`config.mk`:
```
export PLATFORM = sky130hd
export DESIGN_NAME = joint_goal_step_interpolator_unit
export DESIGN_NICKNAME = d
export VERILOG_FILES = /design/src/rtl/core/jgsi_pkg.sv /design/src/rtl/core/joint_goal_step_interpolator_unit.sv
export SDC_FILE = /design/constraint.sdc
export NUM_CORES = 1
export LEC_CHECK = 0
export BUFFER_PORTS_ARGS = -buffer_cell sky130_fd_sc_hd__clkbuf_2
export CAP_MARGIN = 40
export CORE_AREA = 2 2 245 307
export CTS_CLUSTER_DIAMETER = 60
export DETAILED_ROUTE_END_ITERATION = 16
export DIE_AREA = 0 0 247 309
export PLACE_DENSITY = 0.66
export RECOVER_POWER = 50
export SKIP_CTS_REPAIR_TIMING = 1
export SYNTH_ARGS = -nofsm -noshare
export SYNTH_HDL_FRONTEND = slang
export SYNTH_SLANG_ARGS = --single-unit
```
`constraint.sdc`:
```
create_clock -name clk -period 5.25 [get_ports clk]
set_clock_uncertainty 0.05 [all_clocks]
set_input_delay 1.3125 -clock clk [delete_from_list [all_inputs] [get_ports clk]]
set_output_delay 1.3125 -clock clk [all_outputs]
set_load 0.005 [all_outputs]
```
`src/rtl/core/jgsi_pkg.sv`:
```
// ----------------------------------------------------------------------------
// Joint goal step interpolator package
// Shared constants, register indexes and fixed-point helpers.
// ----------------------------------------------------------------------------
package jgsi_pkg;

  localparam int DEF_MAX_JOINTS    = 8;
  localparam int DEF_FRACTION_BITS = 16;

  localparam int CFG_IDX_W  = 2;
  localparam int CFG_DATA_W = 16;
  localparam int JC_W       = 4;
  localparam int STEP_W     = 16;

  localparam logic [CFG_IDX_W-1:0] REG_JOINT_COUNT    = 2'd0;
  localparam logic [CFG_IDX_W-1:0] REG_STEP_LENGTH    = 2'd1;
  localparam logic [CFG_IDX_W-1:0] REG_SNAP_THRESHOLD = 2'd2;

  localparam logic [JC_W-1:0]   RST_JOINT_COUNT    = 4'd6;
  localparam logic [STEP_W-1:0] RST_STEP_LENGTH    = 16'd66;
  localparam logic [STEP_W-1:0] RST_SNAP_THRESHOLD = 16'd1311;

  // Pi with 32 fraction bits.
  localparam logic [63:0] PI_Q32 = 64'd13493037705;

  // Returns mult * pi rounded to nearest at fbits fraction bits.
  function automatic logic [63:0] scale_pi(input int mult, input int fbits);
    logic [63:0] p;
    p = 64'(mult) * PI_Q32;
    return (p + (64'd1 << (31 - fbits))) >> (32 - fbits);
  endfunction

endpackage

```
`src/rtl/core/joint_goal_step_interpolator_unit.sv`:
```
// ----------------------------------------------------------------------------
// Joint goal step interpolator
// Loads goal and current angle pairs, then emits one step command per joint.
// ----------------------------------------------------------------------------
// Usage: drive in_goal_angle and in_current_angle and raise start while busy
// is low; the pair is taken in that cycle. Each pair goes through a read, a
// wrap and a bit-serial square that is added to the error sum. The pair that
// completes a run adds a bit-serial square root of one result bit per cycle,
// then for each joint a read, a wrap, a serial multiply by step_length and a
// restoring divide by the norm. Commands appear on out_joint_command with
// out_valid high for one cycle each, in load order, with out_last_joint on
// the final one. The receiver cannot stall; busy drops in the cycle that
// shows the last command. The user must write registers through cfg_we,
// cfg_index and cfg_data only while busy is low; the block itself does not
// enforce this. Reset empties the run and restores register defaults.
// ----------------------------------------------------------------------------
module joint_goal_step_interpolator_unit #(
  parameter int MAX_JOINTS    = jgsi_pkg::DEF_MAX_JOINTS,
  parameter int FRACTION_BITS = jgsi_pkg::DEF_FRACTION_BITS
) (
  input  logic                                clk,
  input  logic                                rst_n,
  input  logic                                start,
  output logic                                busy,
  input  logic [FRACTION_BITS+2:0]            in_goal_angle,
  input  logic [FRACTION_BITS+2:0]            in_current_angle,
  output logic                                out_valid,
  output logic signed [FRACTION_BITS+3:0]     out_joint_command,
  output logic                                out_last_joint,
  input  logic                                cfg_we,
  input  logic [jgsi_pkg::CFG_IDX_W-1:0]      cfg_index,
  input  logic [jgsi_pkg::CFG_DATA_W-1:0]     cfg_data
);
  import jgsi_pkg::*;

  localparam int AW      = FRACTION_BITS + 3;
  localparam int CMD_W   = FRACTION_BITS + 4;
  localparam int MAG_W   = FRACTION_BITS + 2;
  localparam int DW      = AW + 2;
  localparam int IDX_W   = (MAX_JOINTS > 1) ? $clog2(MAX_JOINTS) : 1;
  localparam int CNT_W   = $clog2(MAX_JOINTS + 1);
  localparam int SUM_W   = 2 * MAG_W + $clog2(MAX_JOINTS);
  localparam int NORM_W  = (SUM_W + 1) / 2;
  localparam int SQ_W    = 2 * NORM_W;
  localparam int REM_W   = NORM_W + 2;
  localparam int MUL_W   = (MAG_W > STEP_W) ? MAG_W : STEP_W;
  localparam int ACC_W   = (SUM_W > MAG_W + STEP_W) ? SUM_W : MAG_W + STEP_W;
  localparam int MAXN    = (MUL_W > NORM_W) ? MUL_W : NORM_W;
  localparam int STC_W   = $clog2(MAXN + 1);
  localparam int EW      = (CNT_W > JC_W) ? CNT_W : JC_W;
  localparam int CMP_W   = MUL_W;
  localparam int CX_W    = ((CMD_W > STEP_W) ? CMD_W : STEP_W) + 1;

  localparam logic [STC_W-1:0] MUL_LAST  = STC_W'(MUL_W - 1);
  localparam logic [STC_W-1:0] SQRT_LAST = STC_W'(NORM_W - 1);
  localparam logic [STC_W-1:0] DIV_LAST  = STC_W'(STEP_W - 1);

  localparam logic signed [DW-1:0] PI_C       = DW'(scale_pi(1, FRACTION_BITS));
  localparam logic signed [DW-1:0] TWO_PI_C   = DW'(scale_pi(2, FRACTION_BITS));
  localparam logic signed [DW-1:0] THREE_PI_C = DW'(scale_pi(3, FRACTION_BITS));
  localparam logic signed [DW-1:0] OFF0 = THREE_PI_C - PI_C;
  localparam logic signed [DW-1:0] OFF1 = THREE_PI_C - TWO_PI_C - PI_C;
  localparam logic signed [DW-1:0] OFF2 = THREE_PI_C - TWO_PI_C - TWO_PI_C - PI_C;
  localparam logic signed [DW-1:0] TH1  = TWO_PI_C - THREE_PI_C;
  localparam logic signed [DW-1:0] TH2  = TWO_PI_C + TWO_PI_C - THREE_PI_C;

  localparam logic [2:0] S_IDLE = 3'd0;
  localparam logic [2:0] S_READ = 3'd1;
  localparam logic [2:0] S_WRAP = 3'd2;
  localparam logic [2:0] S_MUL  = 3'd3;
  localparam logic [2:0] S_SQRT = 3'd4;
  localparam logic [2:0] S_DIV  = 3'd5;
  localparam logic [2:0] S_OUT  = 3'd6;

  logic [2:0]        state_r, state_nxt;
  logic [CNT_W-1:0]  cnt_r, cnt_nxt;
  logic [IDX_W-1:0]  idx_r, idx_nxt;
  logic [STC_W-1:0]  step_r, step_nxt;
  logic              emit_r, emit_nxt;
  logic [SUM_W-1:0]  sum_r, sum_nxt;
  logic              out_valid_r, out_valid_nxt;

  logic [JC_W-1:0]   joint_count_r;
  logic [STEP_W-1:0] step_length_r;
  logic [STEP_W-1:0] snap_threshold_r;

  logic [AW-1:0]     goal_mem [MAX_JOINTS];
  logic [AW-1:0]     cur_mem  [MAX_JOINTS];
  logic [AW-1:0]     rd_goal_r;
  logic [AW-1:0]     rd_cur_r;

  logic [MAG_W-1:0]  mag_r;
  logic              neg_r;
  logic [ACC_W-1:0]  mcand_r;
  logic [MUL_W-1:0]  mplier_r;
  logic [ACC_W-1:0]  acc_r;
  logic [SQ_W-1:0]   rad_r;
  logic [REM_W-1:0]  rem_r;
  logic [NORM_W-1:0] root_r;
  logic [NORM_W-1:0] norm_r;
  logic [NORM_W-1:0] drem_r;
  logic [STEP_W-1:0] dlow_r;
  logic [STEP_W-1:0] q_r;
  logic [CMD_W-1:0]  out_cmd_r;
  logic              out_last_r;

  logic signed [DW-1:0] diff;
  logic signed [DW-1:0] wrap_d;
  logic signed [DW-1:0] wrap_abs;
  logic [MAG_W-1:0]     wrap_mag;
  logic                 wrap_neg;
  logic [ACC_W-1:0]     acc_add;
  logic [REM_W+1:0]     rem_sh;
  logic [REM_W+1:0]     trial;
  logic                 sqrt_ge;
  logic [REM_W-1:0]     rem_new;
  logic [NORM_W-1:0]    root_new;
  logic [NORM_W:0]      div_trial;
  logic                 div_ge;
  logic [NORM_W-1:0]    drem_new;
  logic [EW-1:0]        jc_ext;
  logic [EW-1:0]        eff;
  logic                 run_done;
  logic [CNT_W-1:0]     idx_inc;
  logic                 last_j;
  logic [CX_W-1:0]      cur_x;
  logic [CX_W-1:0]      q_x;
  logic [CX_W-1:0]      step_cmd;
  logic                 snap;
  logic [CMD_W-1:0]     cmd_sel;

  assign busy              = (state_r != S_IDLE);
  assign out_valid         = out_valid_r;
  assign out_joint_command = out_cmd_r;
  assign out_last_joint    = out_last_r;

  // Wrap of goal minus current into [-pi, pi).
  assign diff = $signed(DW'(rd_goal_r)) - $signed(DW'(rd_cur_r));
  always_comb begin
    if (diff >= TH2) begin
      wrap_d = diff + OFF2;
    end else if (diff >= TH1) begin
      wrap_d = diff + OFF1;
    end else begin
      wrap_d = diff + OFF0;
    end
  end
  assign wrap_neg = wrap_d[DW-1];
  assign wrap_abs = wrap_neg ? -wrap_d : wrap_d;
  assign wrap_mag = wrap_abs[MAG_W-1:0];

  assign acc_add = acc_r + (mplier_r[0] ? mcand_r : '0);

  assign rem_sh   = {rem_r, rad_r[SQ_W-1:SQ_W-2]};
  assign trial    = (REM_W + 2)'({root_r, 2'b01});
  assign sqrt_ge  = (rem_sh >= trial);
  assign rem_new  = sqrt_ge ? REM_W'(rem_sh - trial) : REM_W'(rem_sh);
  assign root_new = {root_r[NORM_W-2:0], sqrt_ge};

  assign div_trial = {drem_r, dlow_r[STEP_W-1]};
  assign div_ge    = (div_trial >= {1'b0, norm_r});
  assign drem_new  = div_ge ? NORM_W'(div_trial - {1'b0, norm_r}) : NORM_W'(div_trial);

  always_comb begin
    jc_ext = EW'(joint_count_r);
    if (joint_count_r == '0) begin
      eff = EW'(1);
    end else if (jc_ext > EW'(MAX_JOINTS)) begin
      eff = EW'(MAX_JOINTS);
    end else begin
      eff = jc_ext;
    end
  end
  assign run_done = (EW'(cnt_r) >= eff);

  assign idx_inc = CNT_W'(idx_r) + CNT_W'(1);
  assign last_j  = (idx_inc == cnt_r);

  assign cur_x    = CX_W'(rd_cur_r);
  assign q_x      = CX_W'(q_r);
  assign step_cmd = neg_r ? (cur_x - q_x) : (cur_x + q_x);
  assign snap     = (CMP_W'(mag_r) < CMP_W'(snap_threshold_r));

  always_comb begin
    if (snap) begin
      cmd_sel = CMD_W'(rd_goal_r);
    end else if (norm_r == '0) begin
      cmd_sel = CMD_W'(rd_cur_r);
    end else begin
      cmd_sel = step_cmd[CMD_W-1:0];
    end
  end

  always_comb begin
    state_nxt     = state_r;
    cnt_nxt       = cnt_r;
    idx_nxt       = idx_r;
    step_nxt      = step_r;
    emit_nxt      = emit_r;
    sum_nxt       = sum_r;
    out_valid_nxt = 1'b0;
    unique case (state_r)
      S_IDLE: begin
        if (start) begin
          state_nxt = S_READ;
          idx_nxt   = cnt_r[IDX_W-1:0];
          cnt_nxt   = cnt_r + CNT_W'(1);
          emit_nxt  = 1'b0;
        end
      end
      S_READ: begin
        state_nxt = S_WRAP;
      end
      S_WRAP: begin
        state_nxt = S_MUL;
        step_nxt  = '0;
      end
      S_MUL: begin
        if (step_r == MUL_LAST) begin
          step_nxt = '0;
          if (emit_r) begin
            state_nxt = S_DIV;
          end else begin
            sum_nxt   = acc_add[SUM_W-1:0];
            state_nxt = run_done ? S_SQRT : S_IDLE;
          end
        end else begin
          step_nxt = step_r + STC_W'(1);
        end
      end
      S_SQRT: begin
        if (step_r == SQRT_LAST) begin
          step_nxt  = '0;
          idx_nxt   = '0;
          emit_nxt  = 1'b1;
          state_nxt = S_READ;
        end else begin
          step_nxt = step_r + STC_W'(1);
        end
      end
      S_DIV: begin
        if (step_r == DIV_LAST) begin
          step_nxt  = '0;
          state_nxt = S_OUT;
        end else begin
          step_nxt = step_r + STC_W'(1);
        end
      end
      S_OUT: begin
        out_valid_nxt = 1'b1;
        if (last_j) begin
          cnt_nxt   = '0;
          sum_nxt   = '0;
          emit_nxt  = 1'b0;
          state_nxt = S_IDLE;
        end else begin
          idx_nxt   = idx_r + IDX_W'(1);
          state_nxt = S_READ;
        end
      end
      default: begin
        state_nxt = S_IDLE;
      end
    endcase
  end

  always_ff @(posedge clk) begin
    if (!rst_n) begin
      state_r          <= S_IDLE;
      cnt_r            <= '0;
      idx_r            <= '0;
      step_r           <= '0;
      emit_r           <= 1'b0;
      sum_r            <= '0;
      out_valid_r      <= 1'b0;
      joint_count_r    <= RST_JOINT_COUNT;
      step_length_r    <= RST_STEP_LENGTH;
      snap_threshold_r <= RST_SNAP_THRESHOLD;
    end else begin
      state_r     <= state_nxt;
      cnt_r       <= cnt_nxt;
      idx_r       <= idx_nxt;
      step_r      <= step_nxt;
      emit_r      <= emit_nxt;
      sum_r       <= sum_nxt;
      out_valid_r <= out_valid_nxt;
      if (cfg_we) begin
        unique case (cfg_index)
          REG_JOINT_COUNT:    joint_count_r    <= cfg_data[JC_W-1:0];
          REG_STEP_LENGTH:    step_length_r    <= cfg_data[STEP_W-1:0];
          REG_SNAP_THRESHOLD: snap_threshold_r <= cfg_data[STEP_W-1:0];
          default: begin
          end
        endcase
      end
    end
  end

  always_ff @(posedge clk) begin
    if (state_r == S_IDLE && start) begin
      goal_mem[cnt_r[IDX_W-1:0]] <= in_goal_angle;
      cur_mem[cnt_r[IDX_W-1:0]]  <= in_current_angle;
    end
    if (state_r == S_READ) begin
      rd_goal_r <= goal_mem[idx_r];
      rd_cur_r  <= cur_mem[idx_r];
    end
    if (state_r == S_WRAP) begin
      mag_r    <= wrap_mag;
      neg_r    <= wrap_neg;
      mcand_r  <= ACC_W'(wrap_mag);
      mplier_r <= emit_r ? MUL_W'(step_length_r) : MUL_W'(wrap_mag);
      acc_r    <= emit_r ? '0 : ACC_W'(sum_r);
    end
    if (state_r == S_MUL) begin
      acc_r    <= acc_add;
      mcand_r  <= mcand_r << 1;
      mplier_r <= mplier_r >> 1;
      if (step_r == MUL_LAST) begin
        rad_r  <= SQ_W'(acc_add[SUM_W-1:0]);
        rem_r  <= '0;
        root_r <= '0;
        drem_r <= NORM_W'(acc_add >> STEP_W);
        dlow_r <= acc_add[STEP_W-1:0];
      end
    end
    if (state_r == S_SQRT) begin
      rad_r  <= rad_r << 2;
      rem_r  <= rem_new;
      root_r <= root_new;
      if (step_r == SQRT_LAST) begin
        norm_r <= root_new;
      end
    end
    if (state_r == S_DIV) begin
      drem_r <= drem_new;
      dlow_r <= dlow_r << 1;
      q_r    <= {q_r[STEP_W-2:0], div_ge};
    end
    if (state_r == S_OUT) begin
      out_cmd_r  <= cmd_sel;
      out_last_r <= last_j;
    end
  end

  a_busy_from_start: assert property (@(posedge clk) disable iff (!rst_n)
    $rose(busy) |-> $past(start))
    else $error("busy rose without a start transfer");

  a_out_from_busy: assert property (@(posedge clk) disable iff (!rst_n)
    out_valid |-> $past(busy))
    else $error("result transfer without work in progress");

  a_last_ends_run: assert property (@(posedge clk) disable iff (!rst_n)
    (out_valid && out_last_joint) |-> !busy)
    else $error("block still busy after the last command");

  a_more_follows: assert property (@(posedge clk) disable iff (!rst_n)
    (out_valid && !out_last_joint) |-> busy)
    else $error("run ended before its last command");

  a_count_bound: assert property (@(posedge clk) disable iff (!rst_n)
    CNT_W'(cnt_r) <= CNT_W'(MAX_JOINTS))
    else $error("loaded pair count beyond storage");

endmodule

```
==> flow_metrics.tcl, run 1 <==
set metrics [dict create \
    die_h_microns 309 \
    synth_ff_type "edfxtp_1" \
    hold_viol 0 \
    synthCells 3108 \
    clockBufferDepth 3 \
    grt_usage_pct 24.3 \
    critPathRequiredTime_ns 5.59 \
    drc 0 \
    std_cell_rows 111 \
    start_util_pct 49.6 \
    port_buffers 82 \
    worstSetupStartpointType "flip-flop" \
    viasPerCell 5.83 \
    wl_per_cell_microns 21.3 \
    nets 3504 \
    syn_to_final_growth_pct 14.2 \
    async_flop_share_pct 0 \
    finalPower_w 0.0182 \
    ir_drop_v 0.000360 \
    grt_max_degree 70 \
    die_x_microns 247 \
    power_leakage_nw 15.6 \
    syn_area_sq_um 36300 \
    ant_nets 0 \
    worst_hold_path_type "reg -> reg" \
    cts-htree-levels 3 \
    critPathKind "reg -> reg" \
    final_cell_count_no_fill 4312 \
    clock_latency_ns 0.65 \
    ys_top_cells_by_area "edfxtp_1 (52%), dfxtp_1 (5.3%), ha_1 (5.1%)" \
    yosysWarnings 0 \
    power_density_nw_per_um2 440 \
    multi_input_area_sq_um 14900 \
    synth-edff-count 627 \
    cts.sinks 724 \
    cap_violations 7 \
    fillers 5993 \
    yosys.cell_types.count 85 \
    drive_above_1_share_pct 13.3 \
    fmax_mhz 195 \
    grt_overflow 0 \
    finalInstanceArea_sq_um 41500 \
    finalSetupViolCount 0 \
    finalCriticalPeriod_ns 5.12 \
    syn_nets 3321 \
    cts_buffers 76 \
    final_max_slew_viol_count 283 \
    seq_area_sq_um 20800 \
    yosysMostFrequentCell "edfxtp_1" \
    root_buffer "clkbuf_16" \
    num_vias 25100 \
    core_sq_um 73200 \
    ys_ff_latch 724 \
    die_area_sq_um 76300 \
    worst_slew_pin_slew_ns 2.55 \
    arrival_ns 5.47 \
    fin_util_pct 56.6 \
    yosysSeqAreaShare_pct 57.2 \
    place.gp.congestion 0.927 \
    synth.top_cell.area_share_pct 51.8 \
    outcome "finished, violations left" \
    drt_iter0_drc 1551 \
    violations "capacitance limit, slew limit" \
    grt_pass1_wl_microns 143000 \
    placedCellCount 4166 \
    place_area_sq_um 38700 \
    relSlewSlack_pct -70.1 \
    crit_path_cell_trace "inv_2 -> ha_4 -> inv_2 -> fa_2 -> a21o_1 -> a22o_4 -> buf_6 -> o211a_4 -> o21a_1 -> a211o_1 -> o31a_1 -> buf_6 -> a31o_4 -> a41o_1 -> a221o_1 -> a221oi_4 -> and4_1 -> a21oi_1 -> xnor2_1 -> o31a_1" \
    synthTopCellsByCount "edfxtp_1 (627), nand2_1 (426), nor2_1 (214)" \
    netlist.top_cell.by_area "edfxtp_1" \
    antenna_found_initial 1 \
    cpPeakStageDelay_ns 0.40 \
    slowest_stage "edfxtp_1" \
    crit_fanout 8 \
    cts_tree "yes" \
    grt_pass1_vias 25400 \
    first_pass_iters 6 \
    syn_avg_cell_area_sq_um 11.7 \
    clk_pin_slew_ns 0.06 \
    critPathCaptureType "flip-flop" \
    io_pins 83 \
    final.period_utilization_pct 97.6 \
    dp_hpwl_microns 63700 \
    wl_microns 91900 \
    finalSetupTns_ns 0 \
]
-- stage by stage --
stage	setup WS (ns)	hold WS, ns
after global routing	-0.0478	0.415
after CTS	-0.0392	0.399
after detailed placement	-0.0556	0.382
after global placement	-0.000509	0.382
final	0.127	0.397
after floorplan	0.364	0.368
-- logic make-up (layout without fill, tap and decap cells) --
logic type / Yosys count / in the layout / synth area share (%)
compound gates: 660 / 660 / 12.2
xor+xnor: 130 / 130 / 3.13
fa+ha+maj: 153 / 153 / 5.35
buf+inv: 285 / 528 / 2.98
flops: 724 / 724 / 57.2
mux: 124 / 124 / 6.05
other cells: 0 / 1 / 0
simple gates: 1032 / 1032 / 13.1
-- metal layers --
metal	wire, microns	global-route usage [%]	share of wire (%)	vias up
met5	11	0	0.012	-
met4	4240	11.2	4.6	2
met3	4030	3.02	4.4	185
met2	47200	43.9	51	669
met1	36300	28.7	40	12400
li1	-	-	-	11900
-- worst paths after layout --
| check | from | endpoint | slack (ns) | cells after the start |
|---|---|---|---|---|
| worst min-delay path | root_r[9] | norm_r[10] | 0.40 | 0 |
| worst max register to register | rd_goal_r[0] | mplier_r[15] | 0.13 | 20 |
| worst max-delay path | rd_goal_r[0] | mplier_r[15] | 0.13 | 20 |
| worst min register to register | root_r[9] | norm_r[10] | 0.40 | 0 |
-- power breakdown --
part	switching (W)	total [W]	leakage, nW	internal, W
logic	0.00340	0.00580	7.87	0.00240
clock network	0.00234	0.00542	1.22	0.00308
registers	0.000190	0.00701	6.51	0.00682
total	0.00593	0.0182	15.6	0.0123
-- critical path, delay by kind of cell (launching register included) --
kind	cells	cell delay, ns
compound gates	12	3.09
xor+xnor	1	0.17
fa+ha+maj	2	0.52
buf+inv	4	0.39
flops	1	0.40
simple gates	1	0.28
-- layout make-up --
class / instances / share of cell area, %
clock buffers: 88 / 4.72
clock inverters: 50 / 1.37
well taps: 960 / 2.90
repair buffers: 241 / 3.74
flip-flops and latches: 724 / 50.1
diodes: 1 / 0.00604
inverters: 149 / 1.35
multi-input cells: 2099 / 35.8
-- state kept, by name, summed over array words and instances (netlist names), 18 cells and up --
register           count
sum_r                 39
rad_r                 40
norm_r                20
goal_mem             152
cur_mem              152
mag_r                 18
drem_r                20
rem_r                 22
acc_r                 39
out_joint_command     20
rd_goal_r             19
mplier_r              18
root_r                20
rd_cur_r              19
mcand_r               39
-- layout by cell type, fill, tap and decap left out, drive strengths merged, types with 50 or more instances in the layout --
cell type	count
a21oi	134
a21o	69
edfxtp	627
buf	146
nand3	77
nor2	214
xnor2	80
nand2	426
and2	79
inv	151
xor2	50
ha	149
o21ai	158
clkbuf	183
mux4	76
dfxtp	97
(Power assumes the default switching activity.)
==> inputs of run 2 (changes only) <==
--- a/config.mk
+++ b/config.mk
@@ -7,10 +7,10 @@
 export LEC_CHECK = 0
 export BUFFER_PORTS_ARGS = -buffer_cell sky130_fd_sc_hd__clkbuf_2
 export CAP_MARGIN = 40
-export CORE_AREA = 2 2 245 307
+export CORE_AREA = 2 2 231 324
 export CTS_CLUSTER_DIAMETER = 60
 export DETAILED_ROUTE_END_ITERATION = 16
-export DIE_AREA = 0 0 247 309
+export DIE_AREA = 0 0 233 326
 export PLACE_DENSITY = 0.66
 export RECOVER_POWER = 50
 export SKIP_CTS_REPAIR_TIMING = 1
==> flow_metrics.tcl, run 2 (synthesis gave the netlist of run 1 again) <==
set metrics [dict create \
    worst_slack_ns 0.146 \
    wl_per_cell_microns 21.8 \
    arrival_ns 5.45 \
    place.gp.congestion 0.956 \
    first_pass_iters 6 \
    grt_overflow 0 \
    grt_usage_pct 24.7 \
    dp_hpwl_microns 66700 \
    power_leakage_nw 15.4 \
    finalSetupViolCount 0 \
    finalInstanceArea_sq_um 41200 \
    min_to "mplier_r[17]" \
    final_max_slew_viol_count 183 \
    finalSetupTns_ns 0 \
    crit_fanout 6 \
    final.period_utilization_pct 97.2 \
    std_cell_rows 118 \
    root_buffer "clkbuf_16" \
    post-place-ws_ns -0.156 \
    cts_tree "yes" \
    die_h_microns 326 \
    ant_nets 0 \
    die_area_sq_um 76000 \
    clock_latency_ns 0.65 \
    critPathKind "reg -> reg" \
    start_util_pct 49.5 \
    drive_above_1_share_pct 12.9 \
    grt_max_degree 75 \
    place_area_sq_um 38500 \
    fmax_mhz 196 \
    relSlewSlack_pct -56.0 \
    reg2reg_to "mplier_r[14]" \
    syn_to_final_growth_pct 13.4 \
    critPathCaptureType "flip-flop" \
    port_buffers 82 \
    wl_microns 93600 \
    power_density_nw_per_um2 429 \
    clockBufferDepth 3 \
    num_vias 24800 \
    drt_iter0_drc 1880 \
    cap_violations 5 \
    fin_util_pct 56.1 \
    grt_pass1_vias 24800 \
    worst_hold_path_type "reg -> reg" \
    worstSetupStartpointType "flip-flop" \
    hp-start "mplier_r[17]" \
    violations "capacitance limit, slew limit" \
    cts-htree-levels 3 \
    drc 0 \
    reg2reg_from "rd_goal_r[1]" \
    final_common_cell "edfxtp_1" \
    critPathRequiredTime_ns 5.59 \
    cts_buffers 74 \
    placedCellCount 4141 \
    die_x_microns 233 \
    grt_pass1_wl_microns 144000 \
    final_cell_mix "edfxtp_1 (627), nand2_1 (423), nor2_1 (208), o21ai_0 (153), ha_1 (145)" \
    io_pins 83 \
    finalCriticalPeriod_ns 5.10 \
    cts.sinks 724 \
    viasPerCell 5.79 \
    ir_drop_v 0.000350 \
    core_sq_um 73400 \
    min_path_cells 2 \
    reg2reg_setup_slack_ns 0.15 \
    reg2reg_depth 18 \
    clk_pin_slew_ns 0.06 \
    hold_viol 0 \
    nets 3481 \
    worst_slew_pin_slew_ns 2.34 \
    antenna_found_initial 1 \
    outcome "finished, violations left" \
    final_cell_count_no_fill 4291 \
]
[run 2: worst max-delay path by stage]
stage	start	endpoint	slack [ns]
finish	rd_goal_r[1]	mplier_r[14]	0.15
global placement	rd_goal_r[0]	mplier_r[14]	-0.10
detailed placement	rd_goal_r[0]	mplier_r[14]	-0.16
global route	rd_goal_r[11]	mcand_r[16]	-0.05
CTS	rd_goal_r[0]	mplier_r[14]	-0.20
floorplan	rd_goal_r[0]	mplier_r[10]	0.36
[run 2: final cells by class]
cell class,instances,area (sq um)
Antenna cell,2,5.00
Clock buffer,94,1980
Clock inverter,43,487
Fill cell,6127,32200
Inverter,149,561
Multi-Input combinational cell,2099,14800
Sequential cell,724,20800
Tap cell,960,1200
Timing Repair Buffer,220,1380
[run 2: worst max-delay path: stages (launching register included)]
cell and delay (ns):
edfxtp_1 0.41, buf_4 0.15, buf_4 0.13, fa_2 0.38
a21o_1 0.21, a22o_4 0.27, o2111a_1 0.29, o311a_1 0.33
a211o_1 0.30, buf_4 0.17, a31o_2 0.23, o2111a_1 0.18
and2_1 0.19, or3_4 0.40, a211oi_2 0.26, and3_2 0.26
a41oi_1 0.14, xnor2_1 0.20, o31a_1 0.31
[run 2: where the power goes]
group / internal, W / switching [W] / total [W]
combinational: 0.00222 / 0.00314 / 0.00537
sequential: 0.00682 / 0.000174 / 0.00699
clock: 0.00302 / 0.00231 / 0.00533
total: 0.0121 / 0.00562 / 0.0177
[run 2: metrics by stage]
step	hold WS, ns	total power, W
global placement	0.382	0.0121
finish	0.411	0.0177
floorplan	0.368	0.0104
detailed placement	0.395	0.0122
CTS	0.409	0.0175
global route	0.419	0.0185
[run 2: layer usage]
metal | GRT usage [%] | part of all wire [%]
met5 | 0 | 0
met4 | 11.5 | 4.4
met3 | 3.03 | 4.2
met2 | 43.6 | 52
met1 | 29.8 | 40
==> inputs of run 3 (changes only) <==
--- a/config.mk
+++ b/config.mk
@@ -7,11 +7,11 @@
 export LEC_CHECK = 0
 export BUFFER_PORTS_ARGS = -buffer_cell sky130_fd_sc_hd__clkbuf_2
 export CAP_MARGIN = 40
-export CORE_AREA = 2 2 231 324
+export CORE_AREA = 2 2 217 304
 export CTS_CLUSTER_DIAMETER = 60
 export DETAILED_ROUTE_END_ITERATION = 16
-export DIE_AREA = 0 0 233 326
-export PLACE_DENSITY = 0.66
+export DIE_AREA = 0 0 219 306
+export PLACE_DENSITY = 0.74
 export RECOVER_POWER = 50
 export SKIP_CTS_REPAIR_TIMING = 1
 export SYNTH_ARGS = -nofsm -noshare
==> flow_metrics.tcl, run 3 (synthesis gave the netlist of run 1 again) <==
set metrics [dict create \
    outcome "finished, violations left" \
    violations "capacitance limit, slew limit" \
    clockBufferDepth 3 \
    die_h_microns 306 \
    wl_microns 92400 \
    hold_viol 0 \
    io_pins 83 \
    cts-htree-levels 3 \
    final_max_slew_viol_count 308 \
    netSwitchingFraction_pct 31.7 \
    arrival_ns 5.51 \
    clock_latency_ns 0.64 \
    reg2reg_setup_slack_ns 0.04 \
    root_buffer "clkbuf_16" \
    p_sw_w 0.00570 \
    grt_overflow 0 \
    hold_ws_ns 0.400 \
    multi_input_area_sq_um 14800 \
    worstSetupStartpointType "flip-flop" \
    finalSetupViolCount 0 \
    ant_nets 0 \
    grt_usage_pct 27.8 \
    pwr-share-comb_pct 30.1 \
    ir_drop_v 0.000439 \
    cts_tree "yes" \
    die_x_microns 219 \
    finalCriticalPeriod_ns 5.21 \
    final_common_cell "edfxtp_1" \
    grt_setup_unrepaired "yes" \
    cts_buffers 72 \
    clk_pin_slew_ns 0.06 \
    critPathCaptureType "flip-flop" \
    seq_area_sq_um 20800 \
    grt_max_degree 61 \
    cap_violations 9 \
    finalSetupTns_ns 0 \
    drt_iter0_drc 1970 \
    worst_hold_path_type "reg -> reg" \
    final_cell_count_no_fill 4146 \
    placedCellCount 4006 \
    p_int_w 0.0123 \
    first_pass_iters 5 \
    place.gp.congestion 0.925 \
    fin_util_pct 64.0 \
    nets 3462 \
    core_sq_um 64100 \
    std_cell_rows 110 \
    n_antenna_cell 0 \
    critPathKind "reg -> reg" \
    pwr-share-clk_pct 31.0 \
    path_delay_family "compound AO/OA/AOI/OAI gates" \
    port_buffers 82 \
    power_density_nw_per_um2 438 \
    fmax_mhz 192 \
    num_vias 25300 \
    worst_slew_pin_slew_ns 3.12 \
    power_leakage_nw 15.5 \
    syn_to_final_growth_pct 13.0 \
    slowest_stage "edfxtp_1" \
    die_area_sq_um 67000 \
    cts.sinks 724 \
    wl_per_cell_microns 22.3 \
    critPathBufInv 4 \
    cpPeakStageDelay_ns 0.41 \
    antenna_found_initial 0 \
    crit_top_cell "buf_4" \
    drive_above_1_share_pct 12.6 \
    crit_fanout 8 \
    viasPerCell 6.10 \
    drc 0 \
    final_cell_mix "edfxtp_1 (627), nand2_1 (423), nor2_1 (211), o21ai_0 (153), ha_1 (146)" \
    critPathRequiredTime_ns 5.55 \
    finalPower_w 0.0180 \
    relSlewSlack_pct -108 \
    grt_pass1_wl_microns 143000 \
    dp_hpwl_microns 63500 \
    grt_pass1_vias 25800 \
    crit_path_cell_trace "inv_1 -> ha_2 -> inv_2 -> fa_2 -> a21o_4 -> a22o_1 -> o211a_1 -> o21a_1 -> a211o_1 -> o31a_1 -> buf_4 -> a31o_2 -> a41o_1 -> a221o_1 -> a221oi_4 -> buf_4 -> a41oi_1 -> xnor2_2 -> mux2i_1 -> a21oi_1" \
    fillers 4876 \
    seqPwrFrac_pct 38.9 \
    start_util_pct 56.6 \
    final.period_utilization_pct 99.2 \
]
-- run 3: cell types whose count changed in the layout (fill, tap and decap cells not counted), moves of 3 or more --
cell / previous run / this run
clkinv_8: 2 / 5
clkbuf_2: 25 / 28
nor2_1: 208 / 211
clkbuf_1: 84 / 74
bufinv_16: 6 / 12
nor2_4: 5 / 1
clkinv_1: 11 / 7
clkinv_4: 6 / 1
buf_4: 122 / 107
-- run 3: layout make-up --
type,count,share of cell area [%]
Sequential cell,724,50.6
Multi-Input combinational cell,2099,36.0
Clock buffer,90,4.71
Timing Repair Buffer,203,3.18
Tap cell,840,2.56
Clock inverter,41,1.58
Inverter,149,1.37
-- run 3: metrics by stage --
stage	setup slack (ns)	instance area, sq um
2_1_floorplan	0.364	36300
3_3_place_gp	-0.0282	38200
3_5_place_dp	-0.0179	38300
4_1_cts	-0.0646	40900
5_1_grt	-0.163	41000
6_report	0.0409	41000
-- run 3: worst paths after layout --
| check | from | end | depth (start not counted) |
|---|---|---|---|
| worst max-delay path | rd_goal_r[0] | mplier_r[13] | 20 |
| worst min-delay path | root_r[6] | norm_r[7] | 0 |
| worst max register to register | rd_goal_r[0] | mplier_r[13] | 20 |
| worst min register to register | root_r[6] | norm_r[7] | 0 |
-- run 3: worst register-to-register path, stage by stage (launching register included) --
cell	delay, ns
edfxtp_1	0.41
inv_1	0.08
ha_2	0.18
inv_2	0.04
fa_2	0.34
a21o_4	0.24
a22o_1	0.29
o211a_1	0.32
o21a_1	0.23
a211o_1	0.25
o31a_1	0.29
buf_4	0.16
a31o_2	0.30
a41o_1	0.25
a221o_1	0.35
a221oi_4	0.37
buf_4	0.18
a41oi_1	0.15
xnor2_2	0.21
mux2i_1	0.15
a21oi_1	0.08
-- run 3: metal layers --
layer  track usage, %  vias to the layer above  part of all wire [%]
met2             49.8                      792                    52
li1                 -                    11700                     -
met5                0                        -                     0
met4             14.5                        0                   5.4
met3             2.78                      223                   4.5
met1             33.0                    12500                    38
-- run 3: power groups by stage --
stage / logic, W / clock network, W / registers (W)
4_1_cts: 0.00515 / 0.00565 / 0.00699
6_report: 0.00541 / 0.00558 / 0.00699
3_5_place_dp: 0.00509 / 0 / 0.00711
3_3_place_gp: 0.00494 / 0 / 0.00712
2_1_floorplan: 0.00339 / 0 / 0.00702
5_1_grt: 0.00587 / 0.00585 / 0.00701
